--- config.mk ---
export PLATFORM = sky130hd
export DESIGN_NAME = fasthash64_word_stream
export DESIGN_NICKNAME = d
export VERILOG_FILES = /design/src/hdl/fh64_pkg.sv /design/src/hdl/fh64_ctrl.sv /design/src/hdl/fh64_datapath.sv /design/src/hdl/fasthash64_word_stream.sv
export VERILOG_INCLUDE_DIRS = /design/src /design/src/hdl
export SDC_FILE = /design/constraint.sdc
export NUM_CORES = 2
export LEC_CHECK = 0
export BUFFER_PORTS_ARGS = -buffer_cell sky130_fd_sc_hd__buf_2
export CAP_MARGIN = 15
export CORE_ASPECT_RATIO = 1.1
export CORE_UTILIZATION = 59
export CTS_BUF_LIST = sky130_fd_sc_hd__clkbuf_2
export CTS_CLUSTER_SIZE = 28
export DETAILED_ROUTE_END_ITERATION = 10
export PLACE_DENSITY = 0.8
export SLEW_MARGIN = 15
export SYNTH_ARGS = -nofsm -noshare
export SYNTH_HDL_FRONTEND = slang
export SYNTH_SLANG_ARGS = --single-unit
--- constraint.sdc ---
create_clock -name aclk -period 8.1 [get_ports aclk]
set_input_delay 1.215 -clock aclk [delete_from_list [all_inputs] [get_ports aclk]]
set_output_delay 1.215 -clock aclk [all_outputs]
set_load 0.005 [all_outputs]
--- src/hdl/assert_macros.svh ---
// Assertion macros for the fasthash64 stream modules.
`ifndef ASSERT_MACROS_SVH
`define ASSERT_MACROS_SVH

`ifndef ASSERT_OFF

`define FH_ASSERT(lbl, clk, rstn, prop, msg) \
    lbl: assert property (@(posedge clk) disable iff (!rstn) (prop)) else $error(msg);

`define FH_ASSERT_IMPL(lbl, clk, rstn, ante, cons, msg) \
    lbl: assert property (@(posedge clk) disable iff (!rstn) (ante) |-> (cons)) else $error(msg);

`else

`define FH_ASSERT(lbl, clk, rstn, prop, msg)

`define FH_ASSERT_IMPL(lbl, clk, rstn, ante, cons, msg)

`endif

`endif

--- src/hdl/fh64_pkg.sv ---
// Types, constants and helper functions for the fasthash64 word stream.
package fh64_pkg;

    localparam int DataW     = 64;
    localparam int LenW      = 32;
    localparam int KindW     = 2;
    localparam int CfgIndexW = 1;
    localparam int HalfW     = DataW / 2;

    localparam logic [DataW-1:0] HashMult = 64'h8803_55f2_1e6d_1965;
    localparam logic [DataW-1:0] MixMult  = 64'h2127_599b_f432_5c37;
    localparam int MixShiftA = 23;
    localparam int MixShiftB = 47;

    typedef enum logic [KindW-1:0] {
        REQ_NOP0  = 2'd0,
        REQ_NOP1  = 2'd1,
        REQ_BODY  = 2'd2,
        REQ_FINAL = 2'd3
    } req_type_t;

    typedef enum logic [CfgIndexW-1:0] {
        CFG_HASH_SEED      = 1'b0,
        CFG_MESSAGE_LENGTH = 1'b1
    } cfg_index_t;

    typedef enum logic [1:0] {
        A_LENGTH    = 2'd0,
        A_WORD      = 2'd1,
        A_ACC_MIXED = 2'd2,
        A_ACC_PRE   = 2'd3
    } a_sel_t;

    typedef enum logic {
        B_HASH = 1'b0,
        B_MIX  = 1'b1
    } b_sel_t;

    typedef enum logic [1:0] {
        ACC_HOLD  = 2'd0,
        ACC_SEED  = 2'd1,
        ACC_PROD  = 2'd2,
        ACC_CLEAR = 2'd3
    } acc_op_t;

    typedef struct packed {
        logic    in_ready;
        logic    item_load;
        logic    mul_start;
        a_sel_t  a_sel;
        b_sel_t  b_sel;
        acc_op_t acc_op;
        logic    out_load;
    } cmd_t;

    typedef struct packed {
        logic mul_busy;
        logic mul_done;
        logic out_full;
        logic kind_final;
        logic tail_zero;
    } status_t;

    function automatic logic [DataW-1:0] pre_mix(input logic [DataW-1:0] x);
        return x ^ (x >> MixShiftA);
    endfunction

    function automatic logic [DataW-1:0] post_mix(input logic [DataW-1:0] x);
        return x ^ (x >> MixShiftB);
    endfunction

    function automatic logic [DataW-1:0] tail_mask(input logic [2:0] tail);
        return ~({DataW{1'b1}} << {tail, 3'b000});
    endfunction

endpackage

--- src/hdl/fh64_ctrl.sv ---
// Sequencing state machine for the fasthash64 word stream.
`include "assert_macros.svh"

module fh64_ctrl (
    input  logic                          aclk,
    input  logic                          aresetn,
    input  logic                          s_tvalid,
    input  logic [fh64_pkg::KindW-1:0]    s_tuser,
    input  fh64_pkg::status_t             status,
    output fh64_pkg::cmd_t                cmd
);

    typedef enum logic [7:0] {
        ST_IDLE      = 8'b0000_0001,
        ST_DISPATCH  = 8'b0000_0010,
        ST_SEED      = 8'b0000_0100,
        ST_ABS_MIX   = 8'b0000_1000,
        ST_ABS_ACC   = 8'b0001_0000,
        ST_FIN_START = 8'b0010_0000,
        ST_FIN_MIX   = 8'b0100_0000,
        ST_FIN_OUT   = 8'b1000_0000
    } state_t;

    state_t state_reg, state_next;
    logic   started_reg, started_next;
    logic   active_kind;

    assign active_kind = (s_tuser == fh64_pkg::REQ_BODY) || (s_tuser == fh64_pkg::REQ_FINAL);

    always_comb begin
        state_next   = state_reg;
        started_next = started_reg;
        cmd          = '0;
        cmd.a_sel    = fh64_pkg::A_WORD;
        cmd.b_sel    = fh64_pkg::B_MIX;
        cmd.acc_op   = fh64_pkg::ACC_HOLD;
        case (state_reg)
            ST_IDLE: begin
                cmd.in_ready = 1'b1;
                if (s_tvalid) begin
                    cmd.item_load = 1'b1;
                    if (active_kind) begin
                        state_next = ST_DISPATCH;
                    end
                end
            end
            ST_DISPATCH: begin
                cmd.mul_start = 1'b1;
                if (!started_reg) begin
                    cmd.a_sel  = fh64_pkg::A_LENGTH;
                    cmd.b_sel  = fh64_pkg::B_HASH;
                    state_next = ST_SEED;
                end else if (!status.kind_final || !status.tail_zero) begin
                    cmd.a_sel  = fh64_pkg::A_WORD;
                    cmd.b_sel  = fh64_pkg::B_MIX;
                    state_next = ST_ABS_MIX;
                end else begin
                    cmd.a_sel  = fh64_pkg::A_ACC_PRE;
                    cmd.b_sel  = fh64_pkg::B_MIX;
                    state_next = ST_FIN_MIX;
                end
            end
            ST_SEED: begin
                if (status.mul_done) begin
                    cmd.acc_op   = fh64_pkg::ACC_SEED;
                    started_next = 1'b1;
                    state_next   = ST_DISPATCH;
                end
            end
            ST_ABS_MIX: begin
                if (status.mul_done) begin
                    cmd.mul_start = 1'b1;
                    cmd.a_sel     = fh64_pkg::A_ACC_MIXED;
                    cmd.b_sel     = fh64_pkg::B_HASH;
                    state_next    = ST_ABS_ACC;
                end
            end
            ST_ABS_ACC: begin
                if (status.mul_done) begin
                    cmd.acc_op = fh64_pkg::ACC_PROD;
                    state_next = status.kind_final ? ST_FIN_START : ST_IDLE;
                end
            end
            ST_FIN_START: begin
                cmd.mul_start = 1'b1;
                cmd.a_sel     = fh64_pkg::A_ACC_PRE;
                cmd.b_sel     = fh64_pkg::B_MIX;
                state_next    = ST_FIN_MIX;
            end
            ST_FIN_MIX: begin
                if (status.mul_done) begin
                    state_next = ST_FIN_OUT;
                end
            end
            ST_FIN_OUT: begin
                if (!status.out_full) begin
                    cmd.out_load = 1'b1;
                    cmd.acc_op   = fh64_pkg::ACC_CLEAR;
                    started_next = 1'b0;
                    state_next   = ST_IDLE;
                end
            end
            default: begin
                state_next = ST_IDLE;
            end
        endcase
    end

    always_ff @(posedge aclk) begin
        if (!aresetn) begin
            state_reg   <= ST_IDLE;
            started_reg <= 1'b0;
        end else begin
            state_reg   <= state_next;
            started_reg <= started_next;
        end
    end

    `FH_ASSERT_IMPL(a_start_idle_mul, aclk, aresetn, cmd.mul_start, !status.mul_busy, "multiply started while busy")
    `FH_ASSERT_IMPL(a_load_free_out, aclk, aresetn, cmd.out_load, !status.out_full, "result overwrites pending transfer")
    `FH_ASSERT_IMPL(a_end_on_output, aclk, aresetn, $fell(started_reg) && $past(aresetn), $past(cmd.out_load), "message closed without result")

endmodule

--- src/hdl/fh64_datapath.sv ---
// Datapath: config registers, accumulator, shared 32x32 multiplier and output register.
module fh64_datapath (
    input  logic                              aclk,
    input  logic                              aresetn,
    input  logic                              cfg_wr_en,
    input  logic [fh64_pkg::CfgIndexW-1:0]    cfg_index,
    input  logic [fh64_pkg::DataW-1:0]        cfg_wr_data,
    input  logic [fh64_pkg::DataW-1:0]        s_tdata,
    input  logic [fh64_pkg::KindW-1:0]        s_tuser,
    input  logic                              m_tready,
    input  fh64_pkg::cmd_t                    cmd,
    output fh64_pkg::status_t                 status,
    output logic                              m_tvalid,
    output logic [fh64_pkg::DataW-1:0]        m_tdata
);

    localparam int DW = fh64_pkg::DataW;
    localparam int HW = fh64_pkg::HalfW;

    logic [DW-1:0]                 seed_reg;
    logic [fh64_pkg::LenW-1:0]     length_reg;
    logic [DW-1:0]                 word_reg;
    fh64_pkg::req_type_t           kind_reg;
    logic [DW-1:0]                 acc_reg, acc_next;
    logic [DW-1:0]                 opa_reg, opa_next;
    logic [DW-1:0]                 opb_reg, opb_next;
    logic [DW-1:0]                 mprod_reg;
    logic [DW-1:0]                 prod_reg;
    logic [1:0]                    phase_reg;
    logic                          busy_reg;
    logic                          done_reg;
    logic                          out_valid_reg;
    logic [DW-1:0]                 hash_reg;
    logic [DW-1:0]                 word_in;
    logic [DW-1:0]                 seed_init;
    logic [HW-1:0]                 mul_a, mul_b;
    logic [HW-1:0]                 prod_hi_sum;

    assign word_in = (kind_reg == fh64_pkg::REQ_FINAL)
                   ? (word_reg & fh64_pkg::tail_mask(length_reg[2:0])) : word_reg;
    assign seed_init   = seed_reg ^ prod_reg;
    assign prod_hi_sum = prod_reg[DW-1:HW] + mprod_reg[HW-1:0];

    always_comb begin
        case (cmd.a_sel)
            fh64_pkg::A_LENGTH:    opa_next = {{(DW - fh64_pkg::LenW){1'b0}}, length_reg};
            fh64_pkg::A_WORD:      opa_next = fh64_pkg::pre_mix(word_in);
            fh64_pkg::A_ACC_MIXED: opa_next = acc_reg ^ fh64_pkg::post_mix(prod_reg);
            fh64_pkg::A_ACC_PRE:   opa_next = fh64_pkg::pre_mix(acc_reg);
            default:               opa_next = acc_reg;
        endcase
        case (cmd.b_sel)
            fh64_pkg::B_HASH: opb_next = fh64_pkg::HashMult;
            fh64_pkg::B_MIX:  opb_next = fh64_pkg::MixMult;
            default:          opb_next = fh64_pkg::HashMult;
        endcase
        case (cmd.acc_op)
            fh64_pkg::ACC_HOLD:  acc_next = acc_reg;
            fh64_pkg::ACC_SEED:  acc_next = (seed_init == '0) ? {{(DW-1){1'b0}}, 1'b1} : seed_init;
            fh64_pkg::ACC_PROD:  acc_next = prod_reg;
            fh64_pkg::ACC_CLEAR: acc_next = '0;
            default:             acc_next = acc_reg;
        endcase
    end

    // low x low, low x high, high x low; cross terms only reach the upper half
    assign mul_a = (phase_reg == 2'd2) ? opa_reg[DW-1:HW] : opa_reg[HW-1:0];
    assign mul_b = (phase_reg == 2'd1) ? opb_reg[DW-1:HW] : opb_reg[HW-1:0];

    always_ff @(posedge aclk) begin
        if (!aresetn) begin
            seed_reg      <= '0;
            length_reg    <= '0;
            acc_reg       <= '0;
            busy_reg      <= 1'b0;
            done_reg      <= 1'b0;
            phase_reg     <= 2'd0;
            out_valid_reg <= 1'b0;
        end else begin
            if (cfg_wr_en) begin
                case (fh64_pkg::cfg_index_t'(cfg_index))
                    fh64_pkg::CFG_HASH_SEED:      seed_reg   <= cfg_wr_data;
                    fh64_pkg::CFG_MESSAGE_LENGTH: length_reg <= cfg_wr_data[fh64_pkg::LenW-1:0];
                    default: ;
                endcase
            end
            acc_reg  <= acc_next;
            done_reg <= busy_reg && (phase_reg == 2'd3);
            if (cmd.mul_start) begin
                busy_reg  <= 1'b1;
                phase_reg <= 2'd0;
            end else if (busy_reg) begin
                phase_reg <= phase_reg + 2'd1;
                if (phase_reg == 2'd3) begin
                    busy_reg <= 1'b0;
                end
            end
            if (cmd.out_load) begin
                out_valid_reg <= 1'b1;
            end else if (m_tready) begin
                out_valid_reg <= 1'b0;
            end
        end
    end

    always_ff @(posedge aclk) begin
        if (cmd.item_load) begin
            word_reg <= s_tdata;
            kind_reg <= fh64_pkg::req_type_t'(s_tuser);
        end
        if (cmd.mul_start) begin
            opa_reg <= opa_next;
            opb_reg <= opb_next;
        end
        mprod_reg <= mul_a * mul_b;
        if (busy_reg) begin
            case (phase_reg)
                2'd1:    prod_reg <= mprod_reg;
                2'd2:    prod_reg[DW-1:HW] <= prod_hi_sum;
                2'd3:    prod_reg[DW-1:HW] <= prod_hi_sum;
                default: ;
            endcase
        end
        if (cmd.out_load) begin
            hash_reg <= fh64_pkg::post_mix(prod_reg);
        end
    end

    assign status.mul_busy   = busy_reg;
    assign status.mul_done   = done_reg;
    assign status.out_full   = out_valid_reg;
    assign status.kind_final = (kind_reg == fh64_pkg::REQ_FINAL);
    assign status.tail_zero  = (length_reg[2:0] == 3'd0);

    assign m_tvalid = out_valid_reg;
    assign m_tdata  = hash_reg;

endmodule

--- src/hdl/fasthash64_word_stream.sv ---
// Top level of the fasthash64 word stream hasher.
//
// Input stream: s_tdata carries one 64-bit message word (first byte lowest),
// s_tuser the word kind: body word, final tail word, or two no-op codes.
// A message is any number of body words closed by one final word; the final
// word keeps only its low (message_length mod 8) bytes. One hash leaves on
// the m_ stream for each final word. hash_seed and message_length are written
// through cfg_wr_en / cfg_index / cfg_wr_data; the user must write them only
// while no message is in flight, which the block itself does not enforce.
// s_tready is high only while idle, so a new word is taken only once the
// previous one is fully processed. Every 64-bit product runs through one
// 32x32 multiplier in four passes, after which the multiplier raises its
// done strobe. The hash appears on m_tvalid in the same cycle in which the
// next word can be taken. If the receiver stalls, the hash holds in the
// output register; the next message proceeds until its own hash is due,
// then waits for the transfer.
// Reset (aresetn low, synchronous) clears both config registers, the
// accumulator, the message-open flag and the output valid.
module fasthash64_word_stream (
    input  logic                              aclk,
    input  logic                              aresetn,
    input  logic                              cfg_wr_en,
    input  logic [fh64_pkg::CfgIndexW-1:0]    cfg_index,
    input  logic [fh64_pkg::DataW-1:0]        cfg_wr_data,
    input  logic                              s_tvalid,
    output logic                              s_tready,
    input  logic [fh64_pkg::DataW-1:0]        s_tdata,   // [63:0] data_word
    input  logic [fh64_pkg::KindW-1:0]        s_tuser,   // [1:0] req_type
    output logic                              m_tvalid,
    input  logic                              m_tready,
    output logic [fh64_pkg::DataW-1:0]        m_tdata    // [63:0] hash_value
);

    fh64_pkg::cmd_t    cmd;
    fh64_pkg::status_t status;

    fh64_ctrl u_ctrl (
        .aclk     (aclk),
        .aresetn  (aresetn),
        .s_tvalid (s_tvalid),
        .s_tuser  (s_tuser),
        .status   (status),
        .cmd      (cmd)
    );

    fh64_datapath u_datapath (
        .aclk        (aclk),
        .aresetn     (aresetn),
        .cfg_wr_en   (cfg_wr_en),
        .cfg_index   (cfg_index),
        .cfg_wr_data (cfg_wr_data),
        .s_tdata     (s_tdata),
        .s_tuser     (s_tuser),
        .m_tready    (m_tready),
        .cmd         (cmd),
        .status      (status),
        .m_tvalid    (m_tvalid),
        .m_tdata     (m_tdata)
    );

    assign s_tready = cmd.in_ready;

endmodule
==> impl_metrics.csv <==
group,metric,value,unit
timing,period_needed,8.26,ns
timing,worst_slew_pin_slew,1.09,ns
floorplanning,io-pin-count,202,
worst_setup_path,worstSetupStartpoint,"u_datapath.phase_reg[0]",
floorplanning,start_util,60.0,%
cts,cts_buffers,108,
global_route,grt_antenna_before_repair,6,
drt,wl_per_cell,28.1,um
worst_setup_path,cp-start-kind,"flop",
logic_synthesis,async_reset_ff_share,0,%
placed_design,place_hpwl,168000,um
drt,drc,0,
cts,clkSinkCount,498,
timing,hold_viol_final,0,
worst_setup_path,r2r_start,"u_datapath.phase_reg[0]",
hold_path,worst_hold_path_type,"in -> reg",
timing,slew_headroom,27.2,%
timing,finalCritPeriodShare,102,%
logic_synthesis,synthCells,5309,
logic_synthesis,synth_ff_type,"edfxtp_1",
logic_synthesis,synth_edf_count,260,
worst_setup_path,worstSetupPathType,"reg -> reg",
floorplanning,core_area,85300,um2
drt,wl,207000,um
logic_synthesis,synth_warnings,0,
cts,holdBufCountCts,0,
global_route,gr-total-overflow,0,
drt,drtIter0Drc,5781,
cells_and_area,drive_gt1_share,23.8,%
global_route,grt_usage,47.0,%
timing,finalMaxSlewViolations,0,
floorplanning,die-width,283,um
timing,finalWorstSetupSlack,-0.160,ns
timing,setup-violations-final,12,
worst_setup_path,max_stage_delay,0.63,ns
logic_synthesis,synth.area.top_cells,"fa_1, edfxtp_1, ha_1",
floorplanning,die_area,88000,um2
placed_design,port_buffers,201,
global_route,grt_pass1_vias,44700,
drt,vias,44700,
drt,ant_nets,0,
logic_synthesis,yosysUniqueCellTypes,89,
placed_design,dp_cells,7075,
logic_synthesis,ys_seq_elements,498,
worst_setup_path,end_kind,"flop",
cells_and_area,layout.nets,7442,
floorplanning,die_h,311,um
global_route,grt_pass1_wl,294000,um
timing,fin_skew,0.0816,ns
logic_synthesis,yosys.area.top_type,"fa_1",
timing,fin_setup_tns,-0.737,ns
status,status,"complete, but fails checks",
cts,cts_tree,"done",
status,violations,"setup timing",
cells_and_area,fillers,6546,
logic_synthesis,synth_top_area_share,30.1,%
cts,clock_latency,1.20,ns
placed_design,gp_congestion,1.07,
global_route,grt_max_degree,102,
drt,dr.pass1.iters,10,
logic_synthesis,syn_area,51200,um2
worst_setup_path,cp.arrival,9.28,ns
cells_and_area,stdcell_count,7359,
run,drv_cap,0,
placed_design,dp_slack,-0.624,ns
cts,cts_root_buf,"clkbuf_2",
timing,whs,0.219,ns
cts,htree_levels,3,
hold_path,worst_hold_startpoint,"s_tdata[25]",
drt,vias_per_cell,6.08,
timing,grt_setup_unrepaired,"yes",
cts,cts.clk_slew.worst_paths,0.13,ns
worst_setup_path,crit_top_cell,"fa_2",
worst_setup_path,r2r_slack,-0.16,ns
cells_and_area,syn_to_final_growth,19.9,%
logic_synthesis,syn-num-nets,6628,
worst_setup_path,cp.required,9.12,ns
worst_setup_path,cpMaxStageDelayCell,"fa_2",
floorplanning,row_count,112,
logic_synthesis,yosysSeqAreaShare,24.6,%
logic_synthesis,synth.avg_cell_area,9.65,um2
timing,clock.fmax,121,MHz
worst_setup_path,cp_max_fo,6,
cts,clockBufferDepth,3,
cell usage in the layout (no fill, tap or decap), drive strengths merged, types with 17 or more instances in the layout:
cell | netlist | layout
xnor2 | 85 | 85
o221ai | 73 | 73
o22ai | 76 | 76
edfxtp | 260 | 260
o21ai | 175 | 175
inv | 1088 | 1094
nand2b | 19 | 19
o21a | 20 | 20
ha | 414 | 414
nor3 | 25 | 25
a21o | 39 | 39
nor2b | 27 | 27
nor2 | 324 | 324
xor2 | 96 | 96
a221oi | 26 | 26
nand2 | 584 | 584
fa | 769 | 769
nand4 | 26 | 26
dfxtp | 238 | 238
clkinv | 16 | 30
buf | 51 | 903
clkbuf | 148 | 172
and3 | 17 | 17
nand3 | 32 | 32
a21oi | 333 | 333
a21boi | 105 | 105
mux2i | 34 | 34
area by class of cell:
class | count | area, um2 | share of cell area (%)
inverters | 1104 | 4210 | 6.85
clock buffers | 172 | 861 | 1.40
multi-input cells | 3508 | 35200 | 57.4
repair buffers | 903 | 6870 | 11.2
well taps | 1140 | 1430 | 2.32
flip-flops and latches | 498 | 12600 | 20.5
diodes | 6 | 15.0 | 0.0245
clock inverters | 28 | 188 | 0.306
path summary, 6_finish.rpt:
path                                                  to  cells after the start
worst max-delay path            u_datapath.mprod_reg[58]                     31
worst min-delay path             u_datapath.word_reg[25]                      1
worst max register to register  u_datapath.mprod_reg[58]                     31
worst min register to register   u_datapath.prod_reg[19]                      0
per-layer routing:
layer | global-route usage [%] | wire, um
met2 | 66.2 | 86500
met5 | 1.00 | 193
met4 | 26.8 | 15000
met1 | 62.1 | 75900
met3 | 17.4 | 29200
stage by stage:
step | util [%] | instance area, um2
after floorplan | - | 51300
after global placement | 67.9 | 57900
after detailed placement | 67.9 | 57900
after CTS | 70.4 | 60100
after global routing | 71.9 | 61400
final | 71.9 | 61400
synth_stat cells (all sizes together) (26+ instances only):
master	instances
inv	1088
fa	769
nand2	584
ha	414
a21oi	333
nor2	324
edfxtp	260
dfxtp	238
o21ai	175
clkbuf	148
a21boi	105
xor2	96
xnor2	85
o22ai	76
o221ai	73
buf	51
a21o	39
mux2i	34
nand3	32
nor2b	27
a221oi	26
nand4	26
worst max-delay path, delay by kind of cell, from the launching register on:
kind	cells	cell delay, ns
adders and majority gates	10	4.65
muxes	1	0.25
buffers and inverters	8	0.71
and+or+nand+nor	4	0.34
xor gates and xnor gates	1	0.15
AOI/OAI and AO/OA	7	1.57
DFF	1	0.39
kinds of logic after synthesis:
| logic type | after synthesis | share of synthesized area, % |
|---|---|---|
| AOI/OAI and AO/OA | 992 | 12.6 |
| xor gates and xnor gates | 181 | 3.10 |
| adders and majority gates | 1184 | 40.2 |
| buffers and inverters | 1303 | 9.68 |
| DFF | 498 | 24.6 |
| muxes | 40 | 0.797 |
| and+or+nand+nor | 1111 | 9.12 |
what timing repair did:
action | in CTS | in global routing
cloned | 2 | 0
endpoints found under the setup margin | 30 | 30
gates resized for setup | 197 | 294
pin swaps | 87 | 207
buffers inserted | 39 | 48
Power is left out: the tool's default activity adds up to more than one toggle a clock period on the data nets, which glitch-free logic cannot reach.
